[config.mk]
export PLATFORM = sky130hd
export DESIGN_NAME = doubly_linked_list_engine_unit
export DESIGN_NICKNAME = d
export VERILOG_FILES = /design/src/rtl/dll_pkg.sv /design/src/rtl/doubly_linked_list_engine_unit.sv
export VERILOG_INCLUDE_DIRS = /design/src /design/src/rtl
export SDC_FILE = /design/constraint.sdc
export NUM_CORES = 2
export LEC_CHECK = 0
export BUFFER_PORTS_ARGS = -buffer_cell sky130_fd_sc_hd__clkbuf_2
export CAP_MARGIN = 0
export CORE_UTILIZATION = 40
export DETAILED_ROUTE_END_ITERATION = 10
export PLACE_DENSITY = 0.63
export SLEW_MARGIN = 20
export SYNTH_ARGS = -nofsm -noshare
export SYNTH_HDL_FRONTEND = slang
export SYNTH_SLANG_ARGS = --single-unit
[constraint.sdc]
create_clock -name clk_i -period 7.75 [get_ports clk_i]
set_input_delay 2.325 -clock clk_i [delete_from_list [all_inputs] [get_ports clk_i]]
set_output_delay 2.325 -clock clk_i [all_outputs]
set_load 0.05 [all_outputs]
[src/rtl/doubly_linked_list_engine_unit_defines.svh]
// ----------------------------------------------------------------------------
// Assertion macros for the doubly linked list engine
// Concurrent checks clocked on clk_i and disabled while rst_ni is low.
// ----------------------------------------------------------------------------
`ifndef DOUBLY_LINKED_LIST_ENGINE_UNIT_DEFINES_SVH
`define DOUBLY_LINKED_LIST_ENGINE_UNIT_DEFINES_SVH

`ifndef SYNTHESIS
`define DLL_ASSERT_IMPL(lbl, ante, cons) \
  lbl: assert property (@(posedge clk_i) disable iff (!rst_ni) (ante) |-> (cons)) \
    else $error("dll check failed");
`define DLL_ASSERT_NEXT(lbl, ante, cons) \
  lbl: assert property (@(posedge clk_i) disable iff (!rst_ni) (ante) |=> (cons)) \
    else $error("dll check failed");
`else
`define DLL_ASSERT_IMPL(lbl, ante, cons)
`define DLL_ASSERT_NEXT(lbl, ante, cons)
`endif

`endif

[src/rtl/dll_pkg.sv]
// ----------------------------------------------------------------------------
// Doubly linked list engine package
// Sizes, link encoding, operation codes and sequencer states.
// ----------------------------------------------------------------------------
`default_nettype none

package dll_pkg;

  localparam int NODE_COUNT  = 64;
  localparam int VALUE_WIDTH = 32;
  localparam int DATA_W      = 32;
  localparam int OP_W        = 5;
  localparam int ADDR_W      = $clog2(NODE_COUNT);
  localparam int LINK_W      = $clog2(NODE_COUNT + 1);

  localparam logic [LINK_W-1:0] NIL_LINK = LINK_W'(NODE_COUNT);

  typedef logic [LINK_W-1:0]      link_t;
  typedef logic [VALUE_WIDTH-1:0] node_val_t;

  typedef enum logic [OP_W-1:0] {
    OP_CLEAR      = 5'd0,
    OP_INS_HEAD   = 5'd1,
    OP_INS_TAIL   = 5'd2,
    OP_CUR_HEAD   = 5'd3,
    OP_CUR_TAIL   = 5'd4,
    OP_RD_HEAD    = 5'd5,
    OP_RD_TAIL    = 5'd6,
    OP_DEL_HEAD   = 5'd7,
    OP_DEL_TAIL   = 5'd8,
    OP_DEL_AFTER  = 5'd9,
    OP_DEL_BEFORE = 5'd10,
    OP_INS_AFTER  = 5'd11,
    OP_INS_BEFORE = 5'd12,
    OP_RD_CUR     = 5'd13,
    OP_WR_CUR     = 5'd14,
    OP_NEXT       = 5'd15,
    OP_PREV       = 5'd16
  } op_e;

  typedef enum logic [2:0] {
    S_IDLE,
    S_R1,
    S_R2,
    S_R3,
    S_W1,
    S_W2
  } state_e;

  function automatic logic is_link(link_t l);
    return l < NIL_LINK;
  endfunction

endpackage

`default_nettype wire

[src/rtl/doubly_linked_list_engine_unit.sv]
// ----------------------------------------------------------------------------
// Doubly linked list engine
// A linked list of signed values in a node pool, with head, tail and cursor.
// ----------------------------------------------------------------------------
// Each input word carries an operation code and a value; each one yields
// exactly one output word with the read value, an error flag, the cursor
// activity and the empty flag after the operation.
// Both channels use valid and ready. A word is taken only while the engine
// is idle and its output register is empty or being emptied.
// Every operation runs the same sequence: two reads of the node memories
// (the first at head, tail or cursor, the second at the neighbour or the
// free list head), a wait for the registered read data, and two write
// steps. The result word is registered as the engine leaves S_W2 and the
// next word is taken only once it is back in S_IDLE, so no word is taken
// before the last is done; the node memories have a single read port.
// Reset empties the list, the free list and the fresh allocator at once;
// the node memories are not cleared. When the receiver stalls, the result
// stays in the output register and no new word is taken.
// ----------------------------------------------------------------------------
`default_nettype none

`include "doubly_linked_list_engine_unit_defines.svh"

module doubly_linked_list_engine_unit (
  input  wire logic                       clk_i,
  input  wire logic                       rst_ni,
  input  wire logic                       in_valid_i,
  output logic                            in_ready_o,
  input  wire logic [dll_pkg::OP_W-1:0]   operation_i,
  input  wire logic signed [dll_pkg::DATA_W-1:0] value_i,
  output logic                            out_valid_o,
  input  wire logic                       out_ready_i,
  output logic signed [dll_pkg::DATA_W-1:0] read_value_o,
  output logic                            error_o,
  output logic                            active_o,
  output logic                            empty_res_o
);

  import dll_pkg::*;

  node_val_t val_mem  [NODE_COUNT];
  link_t     prev_mem [NODE_COUNT];
  link_t     next_mem [NODE_COUNT];

  state_e    state_q, state_d;
  op_e       op_q;
  node_val_t val_q;
  link_t     head_q, tail_q, cur_q, free_q, fresh_q;
  link_t     nh, nt, nc, nf, nm;

  node_val_t rd_val_q, r1_val_q;
  link_t     rd_prev_q, rd_next_q, r1_prev_q, r1_next_q, r2_prev_q, r2_next_q;
  link_t     raddr;

  logic      v_we, p_we, n_we;
  link_t     v_wa, p_wa, n_wa, p_wd, n_wd;
  node_val_t v_wd;

  logic      in_fire, free_ok, can_alloc, end_t_ok, cur_ok;
  link_t     new_node, alloc_free, alloc_fresh, end_t;
  logic signed [DATA_W-1:0] rdv;
  logic      er;

  logic signed [DATA_W-1:0] read_value_q;
  logic      out_valid_q, error_q, active_q, empty_q;

  assign in_ready_o  = (state_q == S_IDLE) && (!out_valid_q || out_ready_i);
  assign in_fire     = in_valid_i && in_ready_o;
  assign free_ok     = is_link(free_q);
  assign can_alloc   = free_ok || (fresh_q < NIL_LINK);
  assign new_node    = free_ok ? free_q : fresh_q;
  assign alloc_free  = free_ok ? r2_next_q : free_q;
  assign alloc_fresh = free_ok ? fresh_q : fresh_q + LINK_W'(1);
  assign end_t       = (op_q == OP_DEL_HEAD) ? head_q : tail_q;
  assign end_t_ok    = is_link(end_t);
  assign cur_ok      = is_link(cur_q);

  always_ff @(posedge clk_i) begin
    if (v_we) begin
      val_mem[v_wa[ADDR_W-1:0]] <= v_wd;
    end
    if (p_we) begin
      prev_mem[p_wa[ADDR_W-1:0]] <= p_wd;
    end
    if (n_we) begin
      next_mem[n_wa[ADDR_W-1:0]] <= n_wd;
    end
    rd_val_q  <= val_mem[raddr[ADDR_W-1:0]];
    rd_prev_q <= prev_mem[raddr[ADDR_W-1:0]];
    rd_next_q <= next_mem[raddr[ADDR_W-1:0]];
  end

  always_ff @(posedge clk_i) begin
    if (in_fire) begin
      op_q  <= op_e'(operation_i);
      val_q <= VALUE_WIDTH'(value_i);
    end
    if (state_q == S_R2) begin
      r1_val_q  <= rd_val_q;
      r1_prev_q <= rd_prev_q;
      r1_next_q <= rd_next_q;
    end
    if (state_q == S_R3) begin
      r2_prev_q <= rd_prev_q;
      r2_next_q <= rd_next_q;
    end
    if (state_q == S_W2) begin
      read_value_q <= rdv;
      error_q      <= er;
      active_q     <= is_link(nc);
      empty_q      <= !is_link(nh);
    end
  end

  always_ff @(posedge clk_i or negedge rst_ni) begin
    if (!rst_ni) begin
      state_q     <= S_IDLE;
      out_valid_q <= 1'b0;
      head_q      <= NIL_LINK;
      tail_q      <= NIL_LINK;
      cur_q       <= NIL_LINK;
      free_q      <= NIL_LINK;
      fresh_q     <= '0;
    end else begin
      state_q <= state_d;
      if (state_q == S_W2) begin
        out_valid_q <= 1'b1;
        head_q      <= nh;
        tail_q      <= nt;
        cur_q       <= nc;
        free_q      <= nf;
        fresh_q     <= nm;
      end else if (out_ready_i) begin
        out_valid_q <= 1'b0;
      end
    end
  end

  always_comb begin
    state_d = state_q;
    raddr   = NIL_LINK;
    unique case (state_q)
      S_IDLE: begin
        if (in_fire) state_d = S_R1;
      end
      S_R1: begin
        if (op_q == OP_RD_HEAD || op_q == OP_DEL_HEAD) begin
          raddr = head_q;
        end else if (op_q == OP_RD_TAIL || op_q == OP_DEL_TAIL) begin
          raddr = tail_q;
        end else begin
          raddr = cur_q;
        end
        state_d = S_R2;
      end
      S_R2: begin
        if (op_q == OP_DEL_AFTER) begin
          raddr = rd_next_q;
        end else if (op_q == OP_DEL_BEFORE) begin
          raddr = rd_prev_q;
        end else begin
          raddr = free_q;
        end
        state_d = S_R3;
      end
      S_R3: state_d = S_W1;
      S_W1: state_d = S_W2;
      S_W2: state_d = S_IDLE;
      default: state_d = S_IDLE;
    endcase
  end

  always_comb begin
    nh  = head_q;
    nt  = tail_q;
    nc  = cur_q;
    nf  = free_q;
    nm  = fresh_q;
    rdv = '0;
    er  = 1'b0;
    unique case (op_q)
      OP_CLEAR: begin
        nh = NIL_LINK;
        nt = NIL_LINK;
        nc = NIL_LINK;
        nf = NIL_LINK;
        nm = '0;
      end
      OP_INS_HEAD, OP_INS_TAIL: begin
        if (!can_alloc) begin
          er = 1'b1;
        end else begin
          nf = alloc_free;
          nm = alloc_fresh;
          if (!is_link(head_q)) begin
            nh = new_node;
            nt = new_node;
          end else if (op_q == OP_INS_HEAD) begin
            nh = new_node;
          end else begin
            nt = new_node;
          end
        end
      end
      OP_CUR_HEAD: nc = head_q;
      OP_CUR_TAIL: nc = tail_q;
      OP_RD_HEAD, OP_RD_TAIL: begin
        if ((op_q == OP_RD_HEAD) ? is_link(head_q) : is_link(tail_q)) begin
          rdv = DATA_W'(signed'(r1_val_q));
        end else begin
          er = 1'b1;
        end
      end
      OP_DEL_HEAD, OP_DEL_TAIL: begin
        if (end_t_ok) begin
          if (cur_q == end_t) nc = NIL_LINK;
          if (head_q == tail_q) begin
            nh = NIL_LINK;
            nt = NIL_LINK;
          end else if (op_q == OP_DEL_HEAD) begin
            nh = r1_next_q;
          end else begin
            nt = r1_prev_q;
          end
          nf = end_t;
        end
      end
      OP_DEL_AFTER: begin
        if (cur_ok && cur_q != tail_q) begin
          if (r1_next_q == tail_q) nt = cur_q;
          nf = r1_next_q;
        end
      end
      OP_DEL_BEFORE: begin
        if (cur_ok && cur_q != head_q) begin
          if (r1_prev_q == head_q) nh = cur_q;
          nf = r1_prev_q;
        end
      end
      OP_INS_AFTER, OP_INS_BEFORE: begin
        if (cur_ok) begin
          if (!can_alloc) begin
            er = 1'b1;
          end else begin
            nf = alloc_free;
            nm = alloc_fresh;
            if (op_q == OP_INS_AFTER && cur_q == tail_q) nt = new_node;
            if (op_q == OP_INS_BEFORE && cur_q == head_q) nh = new_node;
          end
        end
      end
      OP_RD_CUR: begin
        if (cur_ok) begin
          rdv = DATA_W'(signed'(r1_val_q));
        end else begin
          er = 1'b1;
        end
      end
      OP_NEXT: begin
        if (cur_ok) nc = (cur_q == tail_q) ? NIL_LINK : r1_next_q;
      end
      OP_PREV: begin
        if (cur_ok) nc = (cur_q == head_q) ? NIL_LINK : r1_prev_q;
      end
      default: begin
      end
    endcase
  end

  always_comb begin
    v_we = 1'b0;
    p_we = 1'b0;
    n_we = 1'b0;
    v_wa = new_node;
    p_wa = new_node;
    n_wa = new_node;
    v_wd = val_q;
    p_wd = NIL_LINK;
    n_wd = NIL_LINK;
    if (state_q == S_W1) begin
      case (op_q)
        OP_INS_HEAD, OP_INS_TAIL: begin
          if (can_alloc) begin
            v_we = 1'b1;
            p_we = 1'b1;
            n_we = 1'b1;
            if (op_q == OP_INS_TAIL && is_link(head_q)) p_wd = tail_q;
            if (op_q == OP_INS_HEAD && is_link(head_q)) n_wd = head_q;
          end
        end
        OP_DEL_HEAD: begin
          if (end_t_ok && head_q != tail_q) begin
            p_we = 1'b1;
            p_wa = r1_next_q;
          end
        end
        OP_DEL_TAIL: begin
          if (end_t_ok && head_q != tail_q) begin
            n_we = 1'b1;
            n_wa = r1_prev_q;
          end
        end
        OP_DEL_AFTER: begin
          if (cur_ok && cur_q != tail_q) begin
            n_we = 1'b1;
            n_wa = cur_q;
            n_wd = r2_next_q;
            p_we = (r1_next_q != tail_q);
            p_wa = r2_next_q;
            p_wd = cur_q;
          end
        end
        OP_DEL_BEFORE: begin
          if (cur_ok && cur_q != head_q) begin
            p_we = 1'b1;
            p_wa = cur_q;
            p_wd = r2_prev_q;
            n_we = (r1_prev_q != head_q);
            n_wa = r2_prev_q;
            n_wd = cur_q;
          end
        end
        OP_INS_AFTER, OP_INS_BEFORE: begin
          if (cur_ok && can_alloc) begin
            v_we = 1'b1;
            p_we = 1'b1;
            n_we = 1'b1;
            p_wd = (op_q == OP_INS_AFTER) ? cur_q : r1_prev_q;
            n_wd = (op_q == OP_INS_AFTER) ? r1_next_q : cur_q;
          end
        end
        OP_WR_CUR: begin
          if (cur_ok) begin
            v_we = 1'b1;
            v_wa = cur_q;
          end
        end
        default: begin
        end
      endcase
    end else if (state_q == S_W2) begin
      case (op_q)
        OP_INS_HEAD: begin
          if (can_alloc && is_link(head_q)) begin
            p_we = 1'b1;
            p_wa = head_q;
            p_wd = new_node;
          end
        end
        OP_INS_TAIL: begin
          if (can_alloc && is_link(head_q)) begin
            n_we = 1'b1;
            n_wa = tail_q;
            n_wd = new_node;
          end
        end
        OP_DEL_HEAD, OP_DEL_TAIL: begin
          if (end_t_ok) begin
            n_we = 1'b1;
            n_wa = end_t;
            n_wd = free_q;
          end
        end
        OP_DEL_AFTER: begin
          if (cur_ok && cur_q != tail_q) begin
            n_we = 1'b1;
            n_wa = r1_next_q;
            n_wd = free_q;
          end
        end
        OP_DEL_BEFORE: begin
          if (cur_ok && cur_q != head_q) begin
            n_we = 1'b1;
            n_wa = r1_prev_q;
            n_wd = free_q;
          end
        end
        OP_INS_AFTER: begin
          if (cur_ok && can_alloc) begin
            n_we = 1'b1;
            n_wa = cur_q;
            n_wd = new_node;
            p_we = (cur_q != tail_q);
            p_wa = r1_next_q;
            p_wd = new_node;
          end
        end
        OP_INS_BEFORE: begin
          if (cur_ok && can_alloc) begin
            p_we = 1'b1;
            p_wa = cur_q;
            p_wd = new_node;
            n_we = (cur_q != head_q);
            n_wa = r1_prev_q;
            n_wd = new_node;
          end
        end
        default: begin
        end
      endcase
    end
  end

  assign out_valid_o  = out_valid_q;
  assign read_value_o = read_value_q;
  assign error_o      = error_q;
  assign active_o     = active_q;
  assign empty_res_o  = empty_q;

  `DLL_ASSERT_NEXT(a_accept_starts, in_fire, state_q == S_R1)
  `DLL_ASSERT_IMPL(a_ends_agree, 1'b1, is_link(head_q) == is_link(tail_q))
  `DLL_ASSERT_IMPL(a_err_no_data, out_valid_o && error_o, read_value_o == '0)
  `DLL_ASSERT_IMPL(a_empty_inactive, out_valid_o && empty_res_o, !active_o)

endmodule

`default_nettype wire

==> flow_summary.json <==
{
  "status": "finished with violations",
  "violations": "design-rule violations",
  "cts-root-buf": "clkbuf_16",
  "path_clk_slew_ns": 0.06,
  "p_sw_mw": 14.9,
  "crit_required_ns": 8.48,
  "area_delta_synth_final_pct": 13.2,
  "max_cap_viol_count": 0,
  "instances_no_fill": 13300,
  "grt_pass1_wl_mm": 540,
  "place_congestion": 0.943,
  "cts_buffer_depth": 4,
  "yosysSeqAreaShare_pct": 75.1,
  "first_pass_iters": 11,
  "crit_slowest_cell": "edfxtp_1",
  "fp-row-count": 205,
  "synth_area_um2": 125000,
  "cts_tree": "yes",
  "synth_flop_cell": "edfxtp_1",
  "grt_pass1_vias": 76700,
  "port_buffers": 77,
  "dpl.hpwl_mm": 221,
  "drt_iter0_drc": 11100,
  "ys_seq_elements": 3161,
  "final_layout_size_suffix_gt1_share_pct": 10.7,
  "vdd_drop_max_uv": 260,
  "die_w_um": 562,
  "async_reset_ff_share_pct": 1.23,
  "cts_hold_buf": 0,
  "syn_area_per_cell_um2": 14.2,
  "post-route-util_pct": 45.5,
  "yosys.area.top_type_share_pct": 73.6,
  "max_freq_mhz": 175,
  "ant_nets": 0,
  "worstMarginPinSlew_ns": 1.14,
  "cp_max_fo": 73,
  "cts_buffers": 330,
  "crit_path_frequent_cell": "buf_4",
  "rsz0062_at_grt": "no",
  "internal_power_mw": 31.7,
  "combPwrFrac_pct": 23.0,
  "synth_area_leaders": "edfxtp_1 74%, nand2_1 5.7%, mux2i_1 2.3%",
  "yosysTopAreaCell": "edfxtp_1",
  "final_common_cell": "edfxtp_1",
  "placed_cells": 12700,
  "leakagePower_nw": 45.8,
  "via_count": 79000,
  "start_kind": "flip-flop",
  "cts_resized": 0,
  "fillers": 27200,
  "h-tree-depth": 5,
  "placed_cell_area_um2": 131000,
  "slew_headroom_pct": 21.9,
  "crit_path_end_kind": "flip-flop",
  "seqPwrFrac_pct": 43.4,
  "nets": 8898,
  "avgRoutedWirePerCell_um": 28.3,
  "routed_wl_mm": 375,
  "track_usage_pct": 23.2,
  "io_pins": 78,
  "critical_path_class": "reg -> reg",
  "grt.overflow.total": 0,
  "synth_cell_types": 94,
  "syn_inst": 8818,
  "antenna_found_initial": 19,
  "grt_max_degree": 175,
  "finalHoldViolCount": 0,
  "fin_tns_setup_ns": 0,
  "synth_enable_flop_cells": 3076,
  "start_util_pct": 40.2,
  "p_sw_share_pct": 32.1,
  "drv_slew": 0,
  "fin_crit_sh_pct": 73.9,
  "clkLatencyLatePin_ns": 0.92,
  "crit_arrival_ns": 6.46,
  "cts_sinks": 3161,
  "fin_area_um2": 142000,
  "final_cell_mix": "3076 x edfxtp_1, 1900 x nand2_1, 376 x a21oi_1",
  "p_clk_share_pct": 33.6,
  "detail_route.vias_per_cell": 5.95,
  "synthesis.nets": 8860,
  "setup_viol": 0,
  "ys.warnings.count": 0,
  "cts_setup_buffers": 0,
  "period_minus_slack_ns": 5.73,
  "slowest_delay_ns": 1.05,
  "cellPowerDensity_nw_per_um2": 328,
  "drc_errors": 6,
  "path_cells": "nor2b_1 -> nand2_1 -> a311o_1 -> o21ai_4 -> buf_4 -> buf_4 -> mux2i_1 -> o221ai_1 -> a211oi_1 -> o211ai_1",
  "core-area_um2": 312000,
  "die_area_um2": 316000,
  "fp.dieH_um": 562,
  "min-delay-path-class": "reg -> reg",
  "finClkSkew_ns": 0.0872
}
area by class of cell:
class,instances,area (µm²),area share (%)
clock buffer,418,8820,6.21
timing repair buffer,340,2660,1.87
inverter,18,67.6,0.0476
clock inverter,182,1830,1.29
multi-input combinational,5005,29200,20.6
antenna,7,17.5,0.0123
sequential,3161,94300,66.4
tap,4140,5180,3.65
logic make-up after synthesis:
| family | count (synthesis) | share of synthesized area, % |
|---|---|---|
| flops | 3161 | 75.1 |
| simple gates | 2785 | 9.24 |
| compound gates | 1874 | 10.6 |
| buf+inv | 652 | 2.30 |
| mux | 298 | 2.39 |
| xor+xnor | 47 | 0.328 |
| fa+ha+maj | 1 | 0.00997 |
layer usage:
| layer | wire length [µm] | GRT usage (%) |
|---|---|---|
| met3 | 36700 | 4.21 |
| met5 | 44 | 0 |
| met1 | 150000 | 31.9 |
| met4 | 17700 | 10.0 |
| met2 | 171000 | 36.2 |
worst max-delay path: cells and delay by family, from the launching register on:
kind	cells	cell delay, ns
DFF	1	1.05
buffers and inverters	2	1.43
muxes	1	0.35
and+or+nand+nor	2	0.89
AOI/OAI and AO/OA	5	1.76
synth_stat cells (35+ instances only):
cell type / instances
buf_2: 187
a21oi_1: 377
a32o_1: 180
or4_1: 46
mux2i_1: 283
and3_1: 52
nand2_1: 1904
clkbuf_1: 366
a22oi_1: 76
nand3_1: 268
a22o_1: 51
nor2_1: 346
dfrtp_1: 35
o21ai_0: 110
a211oi_1: 65
o211ai_1: 51
o31ai_1: 99
buf_1: 45
edfxtp_1: 3076
dfxtp_1: 46
o221ai_1: 230
and2_1: 48
a31oi_1: 333
o22ai_1: 152
path summary, 6_finish.rpt:
| check | from | end | slack (ns) | cells after the start |
|---|---|---|---|---|
| max reg2reg | op_q[0]$_DFFE_PP_ | rd_val_q[17]$_DFF_P_ | 2.02 | 10 |
| max in group asynchronous | rst_ni | cur_q[0]$_DFFE_PN0P_ | 5.73 | 2 |
| min | rd_val_q[10]$_DFF_P_ | r1_val_q[10]$_DFFE_PN_ | 0.41 | 0 |
| min reg2reg | rd_val_q[10]$_DFF_P_ | r1_val_q[10]$_DFFE_PN_ | 0.41 | 0 |
| min in group asynchronous | rst_ni | out_valid_o$_DFFE_PN0P_ | 1.57 | 2 |
| max | op_q[0]$_DFFE_PP_ | rd_val_q[17]$_DFF_P_ | 2.02 | 10 |
metrics by stage:
| stage | worst slack (ns) | total power, mW | hold WS, ns |
|---|---|---|---|
| floorplan | 1.57 | 26.8 | 0.386 |
| global placement | 2.08 | 30.9 | 0.401 |
| detailed placement | 2.10 | 31.1 | 0.394 |
| CTS | 2.16 | 46.6 | 0.410 |
| global route | 1.78 | 48.0 | 0.420 |
| finish | 2.02 | 46.6 | 0.409 |
flip-flops by register name, indices dropped and copies added (netlist names), 3 cells and up:
name and cells:
val_mem 2048, next_mem 448, prev_mem 448, r1_val_q 32, rd_val_q 32, read_value_o 32, v_wd 32, cur_q 7
free_q 7, fresh_q 7, head_q 7, r1_next_q 7, r1_prev_q 7, r2_next_q 7, r2_prev_q 7, rd_next_q 7
rd_prev_q 7, tail_q 7, op_q 5, state_q 3
power by group through the flow:
stage | Sequential, mW | Combinational (mW) | Clock (mW)
floorplan | 20.6 | 6.21 | 0
global placement | 20.6 | 10.4 | 0
detailed placement | 20.5 | 10.5 | 0
CTS | 20.2 | 10.6 | 15.9
global route | 20.2 | 11.3 | 16.5
finish | 20.2 | 10.7 | 15.7
Power figures use the tool's default switching activity.
